`config.mk`:
```
export PLATFORM = sky130hd
export DESIGN_NAME = kuw_cell
export DESIGN_NICKNAME = d
export VERILOG_FILES = /design/src/design/kuwahara_filter_assert.svh /design/src/design/kuw_pkg.sv /design/src/design/kuw_cell.sv
export SDC_FILE = /design/constraint.sdc
export NUM_CORES = 1
export LEC_CHECK = 0
export BUFFER_PORTS_ARGS = -buffer_cell sky130_fd_sc_hd__buf_2
export CORE_ASPECT_RATIO = 0.5
export CORE_MARGIN = 10
export CORE_UTILIZATION = 58
export CTS_CLUSTER_DIAMETER = 150
export DETAILED_ROUTE_END_ITERATION = 7
export PLACE_DENSITY = 0.78
export SYNTH_ARGS = -nofsm -noshare
export SYNTH_HDL_FRONTEND = slang
export SYNTH_SLANG_ARGS = --single-unit
```
`constraint.sdc`:
```
create_clock -name clk -period 5.7 [get_ports clk]
set_input_delay 0.855 -clock clk [delete_from_list [all_inputs] [get_ports clk]]
set_output_delay 0.855 -clock clk [all_outputs]
set_load 0.01 [all_outputs]
```
`src/design/kuwahara_filter_assert.svh`:
```
// assertion macros used by the kuwahara_filter design file
`ifndef KUWAHARA_FILTER_ASSERT_SVH
`define KUWAHARA_FILTER_ASSERT_SVH

// condition holds at every edge outside reset
`define KUW_ASSERT(lbl, cond, msg) \
  lbl: assert property (@(posedge clk) disable iff (rst) (cond)) else $error(msg);

// antecedent at one edge implies consequent at the next
`define KUW_ASSERT_NEXT(lbl, ante, cons, msg) \
  lbl: assert property (@(posedge clk) disable iff (rst) (ante) |=> (cons)) else $error(msg);

`endif

```
`src/design/kuw_pkg.sv`:
```
package kuw_pkg;

  localparam int CFG_IDX_W  = 2;
  localparam int CFG_DATA_W = 13;
  localparam int WIDTH_W    = 11;
  localparam int HEIGHT_W   = 13;
  localparam int WINDOW_W   = 4;
  localparam int ROW_W      = 12;
  localparam int MAX_HEIGHT = 4096;
  localparam int NUM_QUAD   = 4;

  localparam logic [CFG_IDX_W-1:0] CFG_WIDTH  = 2'd0;
  localparam logic [CFG_IDX_W-1:0] CFG_HEIGHT = 2'd1;
  localparam logic [CFG_IDX_W-1:0] CFG_WINDOW = 2'd2;

  typedef enum logic [6:0] {
    S_IDLE  = 7'b0000001,
    S_READ  = 7'b0000010,
    S_DRAIN = 7'b0000100,
    S_MUL   = 7'b0001000,
    S_CMP   = 7'b0010000,
    S_DIV   = 7'b0100000,
    S_OUT   = 7'b1000000
  } state_t;

  typedef struct packed {
    logic clear;
    logic mul_en;
  } cell_ctrl_t;

endpackage

```
`src/design/kuw_cell.sv`:
```
module kuw_cell #(
  parameter int Q          = 0,
  parameter int PIXEL_BITS = 8,
  parameter int WK         = 4,
  parameter int CW         = 7
) (
  input  logic                        clk,
  input  logic                        rst,
  input  kuw_pkg::cell_ctrl_t         ctrl,
  input  logic [WK-1:0]               hw,
  input  logic [CW-1:0]               cnt,
  input  logic                        in_valid,
  input  logic [WK-1:0]               in_dy,
  input  logic [WK-1:0]               in_dx,
  input  logic [PIXEL_BITS-1:0]       in_pix,
  output logic                        out_valid,
  output logic [WK-1:0]               out_dy,
  output logic [WK-1:0]               out_dx,
  output logic [PIXEL_BITS-1:0]       out_pix,
  output logic [PIXEL_BITS+CW-1:0]    sum,
  output logic [2*PIXEL_BITS+2*CW-1:0] quad_var
);
  import kuw_pkg::*;

  localparam int SW = PIXEL_BITS + CW;
  localparam int QW = 2 * PIXEL_BITS + CW;
  localparam int VW = 2 * PIXEL_BITS + 2 * CW;
  localparam logic BOTTOM = 1'((Q >> 1) & 1);
  localparam logic RIGHT  = 1'(Q & 1);

  logic [QW-1:0] sumsq;
  logic [VW-1:0] prod_a;
  logic [VW-1:0] prod_b;
  logic          row_in;
  logic          col_in;

  assign row_in = BOTTOM ? (in_dy >= hw) : (in_dy <= hw);
  assign col_in = RIGHT  ? (in_dx >= hw) : (in_dx <= hw);

  always_ff @(posedge clk) begin
    if (rst) begin
      out_valid <= 1'b0;
    end else begin
      out_valid <= in_valid;
    end
    out_dy  <= in_dy;
    out_dx  <= in_dx;
    out_pix <= in_pix;
    if (ctrl.clear) begin
      sum   <= '0;
      sumsq <= '0;
    end else if (in_valid && row_in && col_in) begin
      sum   <= sum + SW'(in_pix);
      sumsq <= sumsq + QW'(in_pix) * QW'(in_pix);
    end
    if (ctrl.mul_en) begin
      prod_a <= VW'(cnt) * VW'(sumsq);
      prod_b <= VW'(sum) * VW'(sum);
    end
  end

  assign quad_var = prod_a - prod_b;

endmodule

```
==> results.py <==
metrics = {
    "place": {
        "dp_hpwl_um": 37200,
        "dp_slack_ns": -0.144,
        "dp.cells": 2693,
        "placed_cell_area_um2": 20500,
        "gp_congestion": 0.919,
        "port_buffers": 93,
    },
    "critical_path": {
        "rr_startpoint": "sum[8]$_SDFFE_PP0P_",
        "criticalPathCategory": "reg2reg",
        "cp_max_fo": 5,
        "required_ns": 5.97,
        "crit_path_end_kind": "flip-flop",
        "crit_path_start": "sum[8]$_SDFFE_PP0P_",
        "cp-start-kind": "flip-flop",
        "arrival_ns": 5.87,
    },
    "synth": {
        "synth-seq-cells": 114,
        "synth_top_cell_area_share_pct": 29.4,
        "ys_seq_area_share_pct": 15.1,
        "yosys_warnings": 0,
        "synthTopCellsByArea": "fa_1, ha_1, edfxtp_1",
        "synth_cell_types": 69,
        "syn_nets": 2685,
        "avgSynthCellArea_um2": 8.87,
        "yosysTopAreaCell": "fa_1",
        "synth_edf_count": 59,
        "async_reset_ff_share_pct": 0,
        "synthCells": 2149,
        "syn_area_um2": 19100,
        "synth-main-ff-cell": "edfxtp_1",
    },
    "final_layout": {
        "drive_gt1_share_pct": 12.9,
        "area_growth_pct": 12.0,
        "final_cell_mix": "inv_1, fa_1, nand2_1",
        "final_area_um2": 21300,
        "layoutNonFillerInstCount": 2731,
        "nets": 2823,
        "final_common_cell": "inv_1",
        "post-route-util_pct": 66.6,
        "antenna_cells": 0,
    },
    "floorplanning": {
        "fp.coreArea_um2": 32100,
        "rows": 46,
        "die_w_um": 276,
        "die_h_um": 148,
        "die_area_um2": 41000,
        "start_util_pct": 59.5,
        "io_pins": 94,
    },
    "drt": {
        "antenna_left": 0,
        "routed-via-count": 14900,
        "detail_route.iter0.violations": 1035,
        "drc": 0,
        "avgViaCountPerCell": 5.47,
        "routed_wl_um": 45500,
        "drt_pass1_iterations": 5,
        "post_drt_wl_per_cell_um": 16.6,
    },
    "pwr": {
        "irDropWorstVdd_mv": 0.241,
        "power_mw": 5.35,
        "leakage_nw": 11.2,
        "p_per_area_nw_per_um2": 250,
    },
    "global_route": {
        "antenna_found_initial": 2,
        "track_usage_pct": 22.5,
        "grt_pass1_wl_um": 76300,
        "grt_max_degree": 60,
        "grt_pass1_vias": 15700,
        "overflow": 0,
    },
    "min_path": {
        "hold_path_class": "in2reg",
        "hp-start": "in_dy[0]",
    },
    "timing": {
        "hold_violations": 0,
        "whs_ns": 0.537,
        "maxSlewHeadroom_pct": 42.8,
        "min_period_over_period_pct": 98.2,
        "fmax_mhz": 179,
        "fin_ws_ns": 0.101,
        "period_minus_slack_ns": 5.60,
        "tightest_slew_ns": 0.857,
        "finalSetupViolCount": 0,
        "rsz0062_at_grt": "true",
        "drv_slew": 0,
        "finClkSkew_ns": 0.00638,
        "tns_ns": 0,
    },
    "clock_tree": {
        "cts.sinks": 114,
        "clockBufferDepth": 2,
        "cts.htree.levels": 4,
        "cts_tree": "done",
        "clk_latency_ns": 0.43,
        "cts_hold_buf": 0,
        "cts-root-buf": "clkbuf_16",
        "clk_pin_slew_ns": 0.06,
        "cts_buffers": 17,
    },
    "status": {
        "status": "finished clean",
    },
    "flow_run": {
        "drv_cap": 0,
    },
}
-- logic make-up (layout without fill, tap and decap cells) --
family | Yosys count | count (layout) | synth area share [%]
xor gates and xnor gates | 99 | 99 | 4.55
AOI/OAI and AO/OA | 310 | 310 | 10.9
muxes | 10 | 10 | 0.571
and+or+nand+nor | 603 | 603 | 14.8
buffers and inverters | 509 | 659 | 10.0
adders and majority gates | 504 | 504 | 44.1
DFF | 114 | 114 | 15.1
-- cell usage after synthesis (7+ instances only) --
master and count:
inv_1 441, o21bai_1 13, nand3_1 28, edfxtp_1 59
nor2_1 91, and3_1 13, xnor2_1 76, fa_1 280
clkbuf_1 67, and2_1 102, nor2b_1 26, nor3_1 23
a21o_1 48, or3_1 9, nand2b_1 9, dfxtp_1 55
o211ai_1 7, a21oi_1 107, nand2_1 276, o21ai_0 44
xor2_1 23, o21a_1 14, a211oi_1 15, ha_1 224
-- repair_timing --
action / in CTS / in global routing
resized for setup: 8 / 64
pin swaps: 1 / 12
setup buffers: 1 / 6
setup endpoints to repair: 5 / 13
cloned: 0 / 0
-- where the power goes --
group          internal [mW]  switching [mW]  total (mW)  leakage [nW]
combinational           1.37            1.80        3.17          9.87
sequential              1.01           0.142        1.15          1.06
clock                  0.599           0.420        1.02         0.254
-- flip-flops by register name, indices dropped and copies added, names as in the netlist --
register   flops
out_dx         4
out_pix        8
sum           15
prod_a        30
out_valid      1
out_dy         4
sumsq         23
prod_b        29
-- routing by layer --
metal,GRT usage [%],wire (um),vias up
met4,5.71,808,2
met2,36.1,20400,468
met5,0,9,-
li1,-,-,7086
met3,5.92,3570,76
met1,29.9,20600,7309
-- worst paths after layout --
path / to / slack, ns / cells after the start
max: prod_b[23]$_DFFE_PP_ / 0.10 / 21
min: out_dy[0]$_DFF_P_ / 0.54 / 1
max reg2reg: prod_b[23]$_DFFE_PP_ / 0.10 / 21
min reg2reg: sum[4]$_SDFFE_PP0P_ / 0.63 / 2
-- worst max-delay path, cell delays in order (launching register included) --
cell and delay [ns]:
dfxtp_2 0.32, and2_4 0.16, fa_1 0.55, inv_1 0.06
fa_1 0.52, inv_1 0.05, fa_1 0.50, inv_1 0.06
fa_1 0.53, inv_1 0.05, fa_1 0.47, inv_1 0.05
fa_1 0.47, inv_1 0.06, ha_4 0.17, nor4_2 0.24
o21ai_1 0.14, nand3_2 0.12, a21boi_2 0.08, or4_4 0.47
and3_4 0.21, nor3_4 0.14
-- area by class of cell --
class	count	area [um^2]
flip-flops and latches	114	2900
well taps	432	541
repair buffers	187	1200
clock buffers	17	425
fillers	2435	10700
multi-input cells	1526	14500
clock inverters	14	133
inverters	441	1660
(Power assumes the default switching activity.)
